`config.mk`:
```
export PLATFORM = sky130hd
export DESIGN_NAME = circular_deque
export DESIGN_NICKNAME = d
export VERILOG_FILES = /design/src/sv/cdq_pkg.sv /design/src/sv/cdq_mem.sv /design/src/sv/cdq_ctrl.sv /design/src/sv/circular_deque.sv
export SDC_FILE = /design/constraint.sdc
export NUM_CORES = 1
export LEC_CHECK = 0
export BUFFER_PORTS_ARGS = -buffer_cell sky130_fd_sc_hd__buf_4
export CORE_ASPECT_RATIO = 0.5
export CORE_MARGIN = 8
export CORE_UTILIZATION = 50
export DETAILED_ROUTE_END_ITERATION = 6
export GPL_TIMING_DRIVEN = 0
export PLACE_DENSITY = 0.78
export SLEW_MARGIN = 20
export SYNTH_ARGS = -nofsm -noshare
export SYNTH_HDL_FRONTEND = slang
export SYNTH_SLANG_ARGS = --single-unit
```
`constraint.sdc`:
```
create_clock -name clk_i -period 4.35 [get_ports clk_i]
set_clock_uncertainty 0.2 [all_clocks]
set_input_delay 0.435 -clock clk_i [delete_from_list [all_inputs] [get_ports clk_i]]
set_output_delay 0.435 -clock clk_i [all_outputs]
set_load 0.05 [all_outputs]
```
`src/sv/cdq_pkg.sv`:
```
// cdq_pkg: shared types and constants for the circular deque.
`timescale 1ns / 1ps
package cdq_pkg;

  localparam int unsigned DepthDef = 16;
  localparam int unsigned DataW    = 32;

  typedef enum logic [1:0] {
    ACT_PUSH_FRONT = 2'd0,
    ACT_PUSH_REAR  = 2'd1,
    ACT_POP_FRONT  = 2'd2,
    ACT_POP_REAR   = 2'd3
  } cdq_action_e;

  typedef enum logic [1:0] {
    ST_DONE  = 2'd0,
    ST_FULL  = 2'd1,
    ST_EMPTY = 2'd2
  } cdq_status_e;

  typedef struct packed {
    cdq_action_e        action;
    logic signed [31:0] push_value;
  } cdq_in_t;

  typedef struct packed {
    cdq_status_e        status;
    logic signed [31:0] pop_value;
    logic               now_empty;
    logic               now_full;
  } cdq_out_t;

  // Per-beat info handed from the index stage to the output stage.
  typedef struct packed {
    cdq_status_e status;
    logic        pop_hit;   // read data of the store is the popped word
    logic        now_empty;
    logic        now_full;
  } cdq_meta_t;

endpackage

```
`src/sv/cdq_mem.sv`:
```
// cdq_mem: entry store, one write and one registered read port.
`timescale 1ns / 1ps
module cdq_mem #(
  parameter int unsigned Depth = cdq_pkg::DepthDef,
  parameter int unsigned AddrW = $clog2(Depth)
) (
  input  logic                       clk_i,
  input  logic                       we_i,
  input  logic [AddrW-1:0]           waddr_i,
  input  logic [cdq_pkg::DataW-1:0]  wdata_i,
  input  logic                       re_i,
  input  logic [AddrW-1:0]           raddr_i,
  output logic [cdq_pkg::DataW-1:0]  rdata_o
);
  import cdq_pkg::*;

  logic [DataW-1:0] mem_q [Depth];
  logic [DataW-1:0] rdata_q;

  always_ff @(posedge clk_i) begin
    if (we_i) begin
      mem_q[waddr_i] <= wdata_i;
    end
  end

  always_ff @(posedge clk_i) begin
    if (re_i) begin
      rdata_q <= mem_q[raddr_i];
    end
  end

  assign rdata_o = rdata_q;

endmodule

```
`src/sv/cdq_ctrl.sv`:
```
// cdq_ctrl: front/rear indices, empty flag, store access and stage-1 register.
`timescale 1ns / 1ps
module cdq_ctrl #(
  parameter int unsigned Depth = cdq_pkg::DepthDef,
  parameter int unsigned AddrW = $clog2(Depth)
) (
  input  logic                       clk_i,
  input  logic                       rst_ni,
  input  logic                       in_valid_i,
  output logic                       in_ready_o,
  input  cdq_pkg::cdq_in_t           in_beat_i,
  output logic                       mem_we_o,
  output logic [AddrW-1:0]           mem_waddr_o,
  output logic [cdq_pkg::DataW-1:0]  mem_wdata_o,
  output logic                       mem_re_o,
  output logic [AddrW-1:0]           mem_raddr_o,
  output logic                       s1_valid_o,
  input  logic                       s1_ready_i,
  output cdq_pkg::cdq_meta_t         s1_meta_o
);
  import cdq_pkg::*;

  localparam logic [AddrW-1:0] LastIdx = AddrW'(Depth - 1);

  function automatic logic [AddrW-1:0] idx_next(input logic [AddrW-1:0] i);
    idx_next = (i == LastIdx) ? '0 : i + AddrW'(1);
  endfunction

  function automatic logic [AddrW-1:0] idx_prev(input logic [AddrW-1:0] i);
    idx_prev = (i == '0) ? LastIdx : i - AddrW'(1);
  endfunction

  logic [AddrW-1:0] front_q, front_d, rear_q, rear_d;
  logic             empty_q, empty_d;
  logic             full_now;
  logic             accept;
  logic             s1_valid_q, s1_valid_d;
  cdq_meta_t        s1_q, s1_d;

  assign in_ready_o = !s1_valid_q || s1_ready_i;
  assign accept     = in_valid_i && in_ready_o;
  assign full_now   = !empty_q && (idx_next(rear_q) == front_q);

  always_comb begin
    front_d     = front_q;
    rear_d      = rear_q;
    empty_d     = empty_q;
    mem_we_o    = 1'b0;
    mem_waddr_o = '0;
    mem_wdata_o = in_beat_i.push_value;
    mem_re_o    = 1'b0;
    mem_raddr_o = front_q;
    s1_d        = s1_q;
    s1_d.status = ST_DONE;
    s1_d.pop_hit = 1'b0;

    case (in_beat_i.action)
      ACT_PUSH_FRONT, ACT_PUSH_REAR: begin
        if (full_now) begin
          s1_d.status = ST_FULL;
        end else if (empty_q) begin
          // first entry always lands at slot zero
          front_d     = '0;
          rear_d      = '0;
          empty_d     = 1'b0;
          mem_we_o    = accept;
          mem_waddr_o = '0;
        end else if (in_beat_i.action == ACT_PUSH_FRONT) begin
          front_d     = idx_prev(front_q);
          mem_we_o    = accept;
          mem_waddr_o = idx_prev(front_q);
        end else begin
          rear_d      = idx_next(rear_q);
          mem_we_o    = accept;
          mem_waddr_o = idx_next(rear_q);
        end
      end
      ACT_POP_FRONT, ACT_POP_REAR: begin
        if (empty_q) begin
          s1_d.status = ST_EMPTY;
        end else begin
          mem_re_o     = accept;
          mem_raddr_o  = (in_beat_i.action == ACT_POP_FRONT) ? front_q : rear_q;
          s1_d.pop_hit = 1'b1;
          if (front_q == rear_q) begin
            // last entry leaves, indices go home
            front_d = '0;
            rear_d  = '0;
            empty_d = 1'b1;
          end else if (in_beat_i.action == ACT_POP_FRONT) begin
            front_d = idx_next(front_q);
          end else begin
            rear_d  = idx_prev(rear_q);
          end
        end
      end
      default: begin
        s1_d.status = ST_DONE;
      end
    endcase

    s1_d.now_empty = empty_d;
    s1_d.now_full  = !empty_d && (idx_next(rear_d) == front_d);

    if (accept) begin
      s1_valid_d = 1'b1;
    end else if (s1_ready_i) begin
      s1_valid_d = 1'b0;
    end else begin
      s1_valid_d = s1_valid_q;
    end
  end

  always_ff @(posedge clk_i or negedge rst_ni) begin
    if (!rst_ni) begin
      front_q    <= '0;
      rear_q     <= '0;
      empty_q    <= 1'b1;
      s1_valid_q <= 1'b0;
    end else begin
      s1_valid_q <= s1_valid_d;
      if (accept) begin
        front_q <= front_d;
        rear_q  <= rear_d;
        empty_q <= empty_d;
      end
    end
  end

  always_ff @(posedge clk_i) begin
    if (accept) begin
      s1_q <= s1_d;
    end
  end

  assign s1_valid_o = s1_valid_q;
  assign s1_meta_o  = s1_q;

  a_empty_home: assert property (@(posedge clk_i) disable iff (!rst_ni)
    empty_q |-> (front_q == '0) && (rear_q == '0))
    else $error("empty deque with indices off slot zero");

  a_one_port: assert property (@(posedge clk_i) disable iff (!rst_ni)
    !(mem_we_o && mem_re_o))
    else $error("store read and written by one beat");

  a_s1_hold: assert property (@(posedge clk_i) disable iff (!rst_ni)
    (s1_valid_q && !s1_ready_i) |=> (s1_valid_q && $stable(s1_q)))
    else $error("stage-1 beat changed while stalled");

  a_pop_read: assert property (@(posedge clk_i) disable iff (!rst_ni)
    (accept && s1_d.status == ST_DONE && s1_d.pop_hit) |-> mem_re_o)
    else $error("pop without store read");

endmodule

```
`src/sv/circular_deque.sv`:
```
// circular_deque: top level, deque with a circular entry store.
//
//  channel | direction | handshake           | payload
//  --------+-----------+---------------------+-------------------------------
//  in      | input     | in_valid_i/in_ready_o   | in_beat_i   (cdq_in_t)
//  out     | output    | out_valid_o/out_ready_i | out_beat_o  (cdq_out_t)
//
// One beat per cycle sustained while out_ready_i keeps taking results; out_valid_o
// rises once the beat has passed the stage-1 register (index update and store
// access) and then the output register.
// The store has a single registered read port: the popped word arrives in the
// cycle after the accept and stays in the read register until the output register captures it.
// Reset leaves the deque empty with both indices at zero; the store is not
// cleared, since only occupied entries are ever read.
// A stalled output holds its beat; the stage in front of it holds one more,
// and the input stalls only once both are full.
`timescale 1ns / 1ps
module circular_deque #(
  parameter int unsigned Depth = cdq_pkg::DepthDef
) (
  input  logic              clk_i,
  input  logic              rst_ni,
  input  logic              in_valid_i,
  output logic              in_ready_o,
  input  cdq_pkg::cdq_in_t  in_beat_i,
  output logic              out_valid_o,
  input  logic              out_ready_i,
  output cdq_pkg::cdq_out_t out_beat_o
);
  import cdq_pkg::*;

  localparam int unsigned AddrW = $clog2(Depth);

  logic             mem_we, mem_re;
  logic [AddrW-1:0] mem_waddr, mem_raddr;
  logic [DataW-1:0] mem_wdata, mem_rdata;

  logic      s1_valid, s1_ready;
  cdq_meta_t s1_meta;

  logic      out_valid_q, out_valid_d;
  cdq_out_t  out_q, out_d;

  cdq_ctrl #(
    .Depth (Depth),
    .AddrW (AddrW)
  ) u_ctrl (
    .clk_i       (clk_i),
    .rst_ni      (rst_ni),
    .in_valid_i  (in_valid_i),
    .in_ready_o  (in_ready_o),
    .in_beat_i   (in_beat_i),
    .mem_we_o    (mem_we),
    .mem_waddr_o (mem_waddr),
    .mem_wdata_o (mem_wdata),
    .mem_re_o    (mem_re),
    .mem_raddr_o (mem_raddr),
    .s1_valid_o  (s1_valid),
    .s1_ready_i  (s1_ready),
    .s1_meta_o   (s1_meta)
  );

  cdq_mem #(
    .Depth (Depth),
    .AddrW (AddrW)
  ) u_mem (
    .clk_i   (clk_i),
    .we_i    (mem_we),
    .waddr_i (mem_waddr),
    .wdata_i (mem_wdata),
    .re_i    (mem_re),
    .raddr_i (mem_raddr),
    .rdata_o (mem_rdata)
  );

  // Output register drains stage 1 whenever it is free or being emptied.
  assign s1_ready = !out_valid_q || out_ready_i;

  always_comb begin
    out_d.status    = s1_meta.status;
    out_d.pop_value = s1_meta.pop_hit ? mem_rdata : '0;
    out_d.now_empty = s1_meta.now_empty;
    out_d.now_full  = s1_meta.now_full;
    if (s1_valid && s1_ready) begin
      out_valid_d = 1'b1;
    end else if (out_ready_i) begin
      out_valid_d = 1'b0;
    end else begin
      out_valid_d = out_valid_q;
    end
  end

  always_ff @(posedge clk_i or negedge rst_ni) begin
    if (!rst_ni) begin
      out_valid_q <= 1'b0;
    end else begin
      out_valid_q <= out_valid_d;
    end
  end

  always_ff @(posedge clk_i) begin
    if (s1_valid && s1_ready) begin
      out_q <= out_d;
    end
  end

  assign out_valid_o = out_valid_q;
  assign out_beat_o  = out_q;

  a_flags_excl: assert property (@(posedge clk_i) disable iff (!rst_ni)
    out_valid_q |-> !(out_q.now_empty && out_q.now_full))
    else $error("result reports empty and full together");

  a_reject_zero: assert property (@(posedge clk_i) disable iff (!rst_ni)
    (out_valid_q && out_q.status != ST_DONE) |-> (out_q.pop_value == '0))
    else $error("rejected beat carries a popped word");

  a_no_drop: assert property (@(posedge clk_i) disable iff (!rst_ni)
    (s1_valid && !s1_ready) |-> (out_valid_q && !out_ready_i))
    else $error("stage 1 stalled behind a free output");

endmodule

```
### Yosys cells after proc, flatten, opt, wreduce, memory -nomap -nowiden

Memories as Yosys holds them, arrays and structs flattened. A register that Yosys moved wholly into a read port is not among the register bits.
Cells that the tools add are included.

| storage, ports and cells | value |
|---|---|
| flip-flop bits (word level) | 52 |
| RAM bits | 512 |
| input port bits | 38 |
| output and inout port bits | 38 |
| logic and storage cells | 89 |
| memories | 1 |

Memories:

| memory | depth | width | read ports | clocked after Yosys merged registers in | wr ports | line | source |
|---|---|---|---|---|---|---|---|
| u_mem.mem_q | 16 | 32 | 1 | 1 | 1 | cdq_mem.sv:17 | `logic [DataW-1:0] mem_q [Depth];` |

| operators by class | value |
|---|---|
| $add $sub $neg | 5 |
| eq/ne operators | 9 |
| muxes and demuxes | 44 |
| reductions and logical operators | 17 |

Operators with widths:

| operator | number |
|---|---|
| $mux W4 | 24 |
| $pmux W4 S2 | 2 |
| $mux W1 | 15 |
| $add A4 B1 Y4 const B | 3 |
| $eq A4 B4 Y1 | 3 |
| $eq A4 B4 Y1 const B | 3 |
| $logic_not A4 Y1 | 2 |
| $sub A4 B1 Y4 const B | 2 |
| $eq A2 B2 Y1 const B | 2 |
| $logic_and A1 B1 Y1 | 4 |
| $logic_not A1 Y1 | 4 |
| $pmux W2 S2 | 1 |
| $reduce_bool A2 Y1 | 2 |
| $reduce_or A2 Y1 | 2 |
| $eq A2 B1 Y1 const B | 1 |
| $logic_not A2 Y1 | 1 |
| $logic_or A1 B1 Y1 | 2 |
| $mux W2 | 1 |
| $pmux W1 S2 | 1 |

### Logic depth before layout (Yosys ltp)

| depth | value |
|---|---|
| depth in word-level cells | 10 |
| gate-level depth with buffers | 16 |
| gate-level depth less buffers | 14 |

### Modules after synthesis

Synthesis repeated with hierarchy kept, for this count alone.

| unflattened totals | value |
|---|---|
| cells, all modules | 1150 |
| area total of the unflattened synthesis | 23432.5 sq um |

By module, submodules not included:

| module | instances | cells each | area each (sq um) | seq. area each (sq um) |
|---|---|---|---|---|
| cdq_mem | 1 | 838 | 20155.6 | 16335.7 |
| cdq_ctrl | 1 | 237 | 1896.8 | 401.6 |
| circular_deque | 1 | 75 | 1380.1 | 1106.1 |

### Least setup slack after synthesis

OpenSTA, ideal clock, no wires.

| timing | value |
|---|---|
| kind | register -> register |
| from | reg out_valid_q (netlist: out_valid_o) |
| to | reg u_mem.rdata_q[0] (netlist: u_mem.rdata_o[0]) (read register of u_mem.mem_q) (enable) |
| setup time | 0.461 ns |
| arrival | 3.715 ns |
| required time | 3.689 ns |
| path slack | -0.026 ns |
| cell stages (with the launch flop) | 5 |
| path buffers | 1 |
| period minus slack after synthesis | 4.376 ns |
| path through | dfrtp_1 -> nand3b_1 -> nand2_1 -> clkbuf_1 -> nor3_1 |

| on the way | value |
|---|---|
| cells in the longest elaborated chain, start to end | 6 |

Ends and longest elaborated chain:

| element | line | source |
|---|---|---|
| start, declared | circular_deque.sv:41 | `logic out_valid_q, out_valid_d;` |
| start signal, assigned | circular_deque.sv:97 | `out_valid_q <= out_valid_d;` |
| $logic_not A1 Y1 | circular_deque.sv:77 | `assign s1_ready = !out_valid_q \|\| out_ready_i;` |
| $logic_or A1 B1 Y1 | circular_deque.sv:77 |  |
| $logic_or A1 B1 Y1 | cdq_ctrl.sv:40 | `assign in_ready_o = !s1_valid_q \|\| s1_ready_i;` |
| named net in_ready_o | circular_deque.sv:24 | `output logic in_ready_o,` |
| $logic_and A1 B1 Y1 | cdq_ctrl.sv:41 | `assign accept = in_valid_i && in_ready_o;` |
| $mux W1 | cdq_ctrl.sv:79 | `if (empty_q) begin` |
| $mux W1 | cdq_ctrl.sv:57 | `case (in_beat_i.action)` |
| named net mem_re | circular_deque.sv:34 | `logic mem_we, mem_re;` |
| end, declared | cdq_mem.sv:18 | `logic [DataW-1:0] rdata_q;` |

The timed path passes the listed nets, and every way through them passes these cells.
A chain may end at the register's enable or synchronous reset.

### Final worst setup path

| timing | value |
|---|---|
| from | reg u_ctrl.rear_q[0] |
| to | mem u_mem.mem_q[3][20] (enable) |

| on the way | value |
|---|---|
| cells in the longest elaborated chain, start to end | 8 |
| elaborated cells on any way between the ends | 13 |
| classes of those cells | add/sub (1); eq/ne (2); mux (9); reduce/logical (1) |

Ends and longest elaborated chain:

| element | line | source |
|---|---|---|
| start, declared | cdq_ctrl.sv:33 | `logic [AddrW-1:0] front_q, front_d, rear_q, rear_d;` |
| start signal, assigned | cdq_ctrl.sv:124 | `rear_q <= rear_d;` |
| $add A4 B1 Y4 or $eq A4 B4 Y1 (tied branches) | cdq_ctrl.sv:26 | `idx_next = (i == LastIdx) ? '0 : i + AddrW'(1);` |
| $mux W4 * | cdq_ctrl.sv:26 |  |
| $eq A4 B4 Y1 | cdq_ctrl.sv:42 | `assign full_now = !empty_q && (idx_next(rear_q) == front_q);` |
| $logic_and A1 B1 Y1 | cdq_ctrl.sv:42 |  |
| $mux W1 | cdq_ctrl.sv:59 | `if (full_now) begin` |
| $mux W1 | cdq_ctrl.sv:57 |  |
| $mux W1 | cdq_mem.sv:21 | `if (we_i) begin` |
| $mux W1 (implied by the code) | cdq_mem.sv:22 | `mem_q[waddr_i] <= wdata_i;` |
| end, declared | cdq_mem.sv:17 |  |

Every way passes the cells marked *; elsewhere a longest branch is shown, timed or not.

==> results.md <==
Worst hold path:
- The path class of the tightest hold or removal check is in2async.

GRT:
- The first global-routing pass estimated 85800 um of wire.
- The number of global-route vias before repair is 13449.
- The overflow left after global routing is 0.
- The initial antenna violation count is 1.
- The combined global-route utilization of all metal layers is 0.211.
- Entering global routing, the biggest net connects 24 pins.

CTS:
- The clock-pin slew reported for the worst setup and hold paths after clock tree synthesis is 70 ps.
- The clock root buffer master is clkbuf_16.
- The number of levels in the clock H-tree is 2.
- The number of buffers created by CTS is 51.
- The worst-case clock buffer depth is 3.
- The clock reaches the later pin of the worst-skew pair after 590 ps.
- After clock tree synthesis, the repair step resized 0 gates.
- Clock tree synthesis found a total of 596 sinks.
- The TritonCTS clock tree is yes.

Pwr:
- IR analysis of the VDD net gives a maximum drop of 0.326 mV.
- The proportion of power drawn by the clock network is 0.285.
- Of the total power, the share spent switching nets is 0.315.
- The power density relative to cell area is 618 nW/um^2.
- The net load switching power is 5.43 mW.
- The cell-internal power is 11.8 mW.
- Of the total power, combinational logic draws 0.313.
- The analysis attributes to cell leakage a power of 9.07 nW.
- Power comes to 17.2 mW.
- The fraction of power consumed by sequential logic is 0.402.

Die:
- The initial utilization of the core area, before any placement, comes to 0.504.
- Pin placement for this block handled 76 I/O pins.
- The row count is 56.
- The floorplan step set the die width to 323 um.
- The floorplan step defined a die boundary enclosing 54700 um^2.
- The die is 169 um tall.
- The placeable core area is 46700 um^2.

Place:
- The congestion estimate from routability-driven global placement came to 0.844.
- The number of port buffers is 73.
- In this run the cell area measured after placement is 25600 um^2.
- Including well taps, the total number of placed cells is 1931.
- The placement-stage worst setup slack is 143 ps.
- After legalization and detailed placement, the total HPWL measured 34300 um.

Critical path:
- The worst register-to-register path ends at u_mem.mem_q[3][20]$_DFFE_PP_.
- The number of cells on the worst reg-to-reg path is 12.
- The capturing element type of the critical path is a flip-flop.
- The maximum fanout encountered on the critical timing path is 15.
- STA puts the critical path data required time at 4450 ps.
- For the worst setup path, the data arrival time is 4430 ps.
- The kind of start point of the critical path is a flip-flop.
- For flop-to-flop paths, the worst setup slack is 10 ps.
- The worst register-to-register path begins at u_ctrl.rear_q[0]$_DFFE_PN0P_.
- The kind of critical path is reg2reg.

Detailed routing:
- The number of vias per cell is 6.26.
- The number of DRC violations after detailed-routing iteration 0 is 1435.
- The final layout contains routed wiring with a total length of 58800 um.
- The average routed wire per standard cell is 28.4 um.
- The count of antenna-violating nets left after detailed routing is 0.
- Before antenna repair, the detailed router went through 5 iterations.
- The number of remaining DRC errors is 0.
- The vias after detailed routing is 12966.

STA:
- The worst path in the final design needs a cycle of 4340 ps, including I/O delays and setup.
- The maximum clock frequency is 231 MHz.
- At the pin with the least slew margin, the transition time is 1030 ps.
- The final-layout worst hold slack is 30.9 ps.
- The headroom to the max-slew limit is 0.312.
- The max-slew violation count is 0.
- Setup total negative slack on the finished layout was measured at 0 ps.
- The number of failing hold endpoints at the final stage is 0.
- Of the available clock period, the critical path in the final layout requires 0.997.
- Once routing completed, OpenROAD measured the worst setup slack at 13.2 ps.
- The total setup violations reported at the end of the flow is 0.

Logic synthesis:
- The async set-or-reset flop fraction in the synthesized netlist is 0.0185.
- The number of enable flip-flop cells after synthesis is 585.
- When the netlist entered floorplanning its net count stood at 1240.
- Yosys printed 0 warnings.
- The number of different library cells in the post-synthesis netlist is 68.
- The mapped cell area is 23500 um^2.
- The portion of the post-synthesis area used by sequential elements is 0.758.
- The cell count after synthesis came out at 1197.
- The commonest register cell after synthesis is edfxtp_1.
- The number of flip-flops and latches in the synthesized netlist is 596.
- In this run the mean area of a mapped cell was 19.7 um^2.

Finish:
- The final layout contains 1434 nets.
- The layout overhead on the synthesized area is 18.3%.
- The finished cells cover 27800 um^2.
- The fraction of layout cells with a size suffix above 1 is 0.264.
- The area used by multi-input combinational logic is 5400 um^2.
- The number of fill cells in the layout is 3149.
- Across the whole layout, storage elements account for 17800 um^2.
- The count of cells in the finished layout, fillers not included, comes to 2072.
- The share of the core filled with cells is 0.597.

Status:
- The flow ran to the end, and the final reports show no timing, DRC or antenna violations.

Job:
- Across the run, the number of max-cap violations was 0.
-- cell usage in the layout (no fill, tap or decap), drive strengths merged, types with 3 or more instances in the layout --
cell	instances
inv	17
buf	143
bufinv	10
a21oi	14
mux2i	3
nor3	6
ha	5
nand2	92
dlygate4sd3	36
clkinv	25
nand2b	5
edfxtp	585
xor2	3
o22ai	5
mux4	128
o21ai	16
xnor2	9
nand4	4
nor2b	5
nor2	30
o211ai	6
and2	67
a211oi	37
dfrtp	10
clkbuf	88
a31oi	35
nand3	6
-- cell type report --
cell class,count,share of cell area
clock buffers,57,0.0482
plain buffers,69,0.0134
multi-input cells,517,0.194
inverters,15,0.00202
diodes,1,0.0000899
clock inverters,38,0.0160
well taps,638,0.0287
flip-flops and latches,596,0.641
repair buffers,141,0.0570
-- critical path, cell delays in order (launching register included) --
cell and delay (ps):
dfrtp_1 400, buf_4 220, inv_1 90, ha_1 440, xor2_1 200, nor3_1 80, nand2_1 210, nor2_4 130
nor3_1 620, nand3b_1 510, nor2_4 520, buf_16 220, buf_16 170
-- cell families (layout without fill, tap and decap cells) --
family,count (synthesis),in the layout,synth area share
AND/OR/NAND/NOR,225,225,0.0478
XOR/XNOR,13,13,0.00579
other,0,1,0
multiplexers,133,133,0.125
flip-flops,596,596,0.758
adder cells (fa/ha/maj),5,5,0.00266
buffers and inverters,84,320,0.0183
AO/OA/AOI/OAI,141,141,0.0427
-- what timing repair did --
item,in CTS,in global routing
hold buffers,36,0
setup endpoints to repair,0,122
buffers inserted,0,9
hold endpoints to repair,525,0
-- layer usage --
layer	GRT usage	up-vias	wire [um]
li1	-	5269	-
met1	0.272	6709	22300
met2	0.351	847	28800
met3	0.0469	141	5500
met4	0.0841	0	2070
met5	0	-	0
-- synth_stat cells, types with 2 or more instances --
cell type  count  share of area
nand3b_1       2        0.00064
nor2_1        29         0.0046
xor2_1         2        0.00074
mux2i_1        3         0.0013
ha_1           5         0.0027
nand2_1       92          0.015
a21oi_1       13         0.0028
a32oi_1        2        0.00074
nor2b_1        5         0.0013
o21ai_0       15         0.0032
o22ai_1        5         0.0013
nand4_1        4         0.0011
a211oi_1      36          0.011
and2_0         2        0.00053
dfrtp_1       10          0.011
a31oi_1       34         0.0090
clkbuf_1      31         0.0049
inv_1         14         0.0022
and2_1        65          0.017
xnor2_1        9         0.0033
buf_4          7         0.0022
nand2b_1       5         0.0013
buf_1          5        0.00080
mux4_2       128           0.12
a41oi_1        2        0.00074
o31ai_1        2        0.00064
edfxtp_1     585           0.75
o2111ai_1      2        0.00074
or3b_2         2        0.00074
o211ai_1       6         0.0019
nand3_1        6         0.0013
buf_2         17         0.0036
nor3_1         6         0.0013
o41ai_1        2        0.00074
buf_6          9         0.0043
o21a_1         2        0.00064
mux2_2         2        0.00096
-- power groups by stage --
stage | Clock [mW] | Sequential, mW | Combinational [mW]
floorplan | 0 | 7.16 | 3.43
finish | 4.90 | 6.91 | 5.39
detailed placement | 0 | 7.02 | 5.15
CTS | 4.90 | 6.91 | 5.28
global placement | 0 | 7.03 | 4.89
global route | 5.13 | 6.94 | 5.69
-- how the worst max path moves through the flow --
stage                                       start                            to  slack (ps)  depth (start not counted)
finish               u_ctrl.rear_q[0]$_DFFE_PN0P_  u_mem.mem_q[3][20]$_DFFE_PP_          10                         12
detailed placement   u_ctrl.rear_q[0]$_DFFE_PN0P_  u_mem.mem_q[4][17]$_DFFE_PP_         140                         11
global route         u_ctrl.rear_q[0]$_DFFE_PN0P_  u_mem.mem_q[7][22]$_DFFE_PP_         -80                         11
CTS                  u_ctrl.rear_q[0]$_DFFE_PN0P_  u_mem.mem_q[8][25]$_DFFE_PP_         130                         11
global placement     u_ctrl.rear_q[0]$_DFFE_PN0P_  u_mem.mem_q[8][17]$_DFFE_PP_       -1560                         10
floorplan           u_ctrl.front_q[0]$_DFFE_PN0P_   u_mem.mem_q[3][0]$_DFFE_PP_         380                          9
-- registers in the layout (all words and copies together) (netlist names), 4 cells and up --
name              flops
u_mem.rdata_o        32
u_ctrl.rear_q         4
out_beat_o           36
u_ctrl.s1_meta_o      5
u_ctrl.front_q        4
u_mem.mem_q         512
Power figures use the tool's default switching activity.
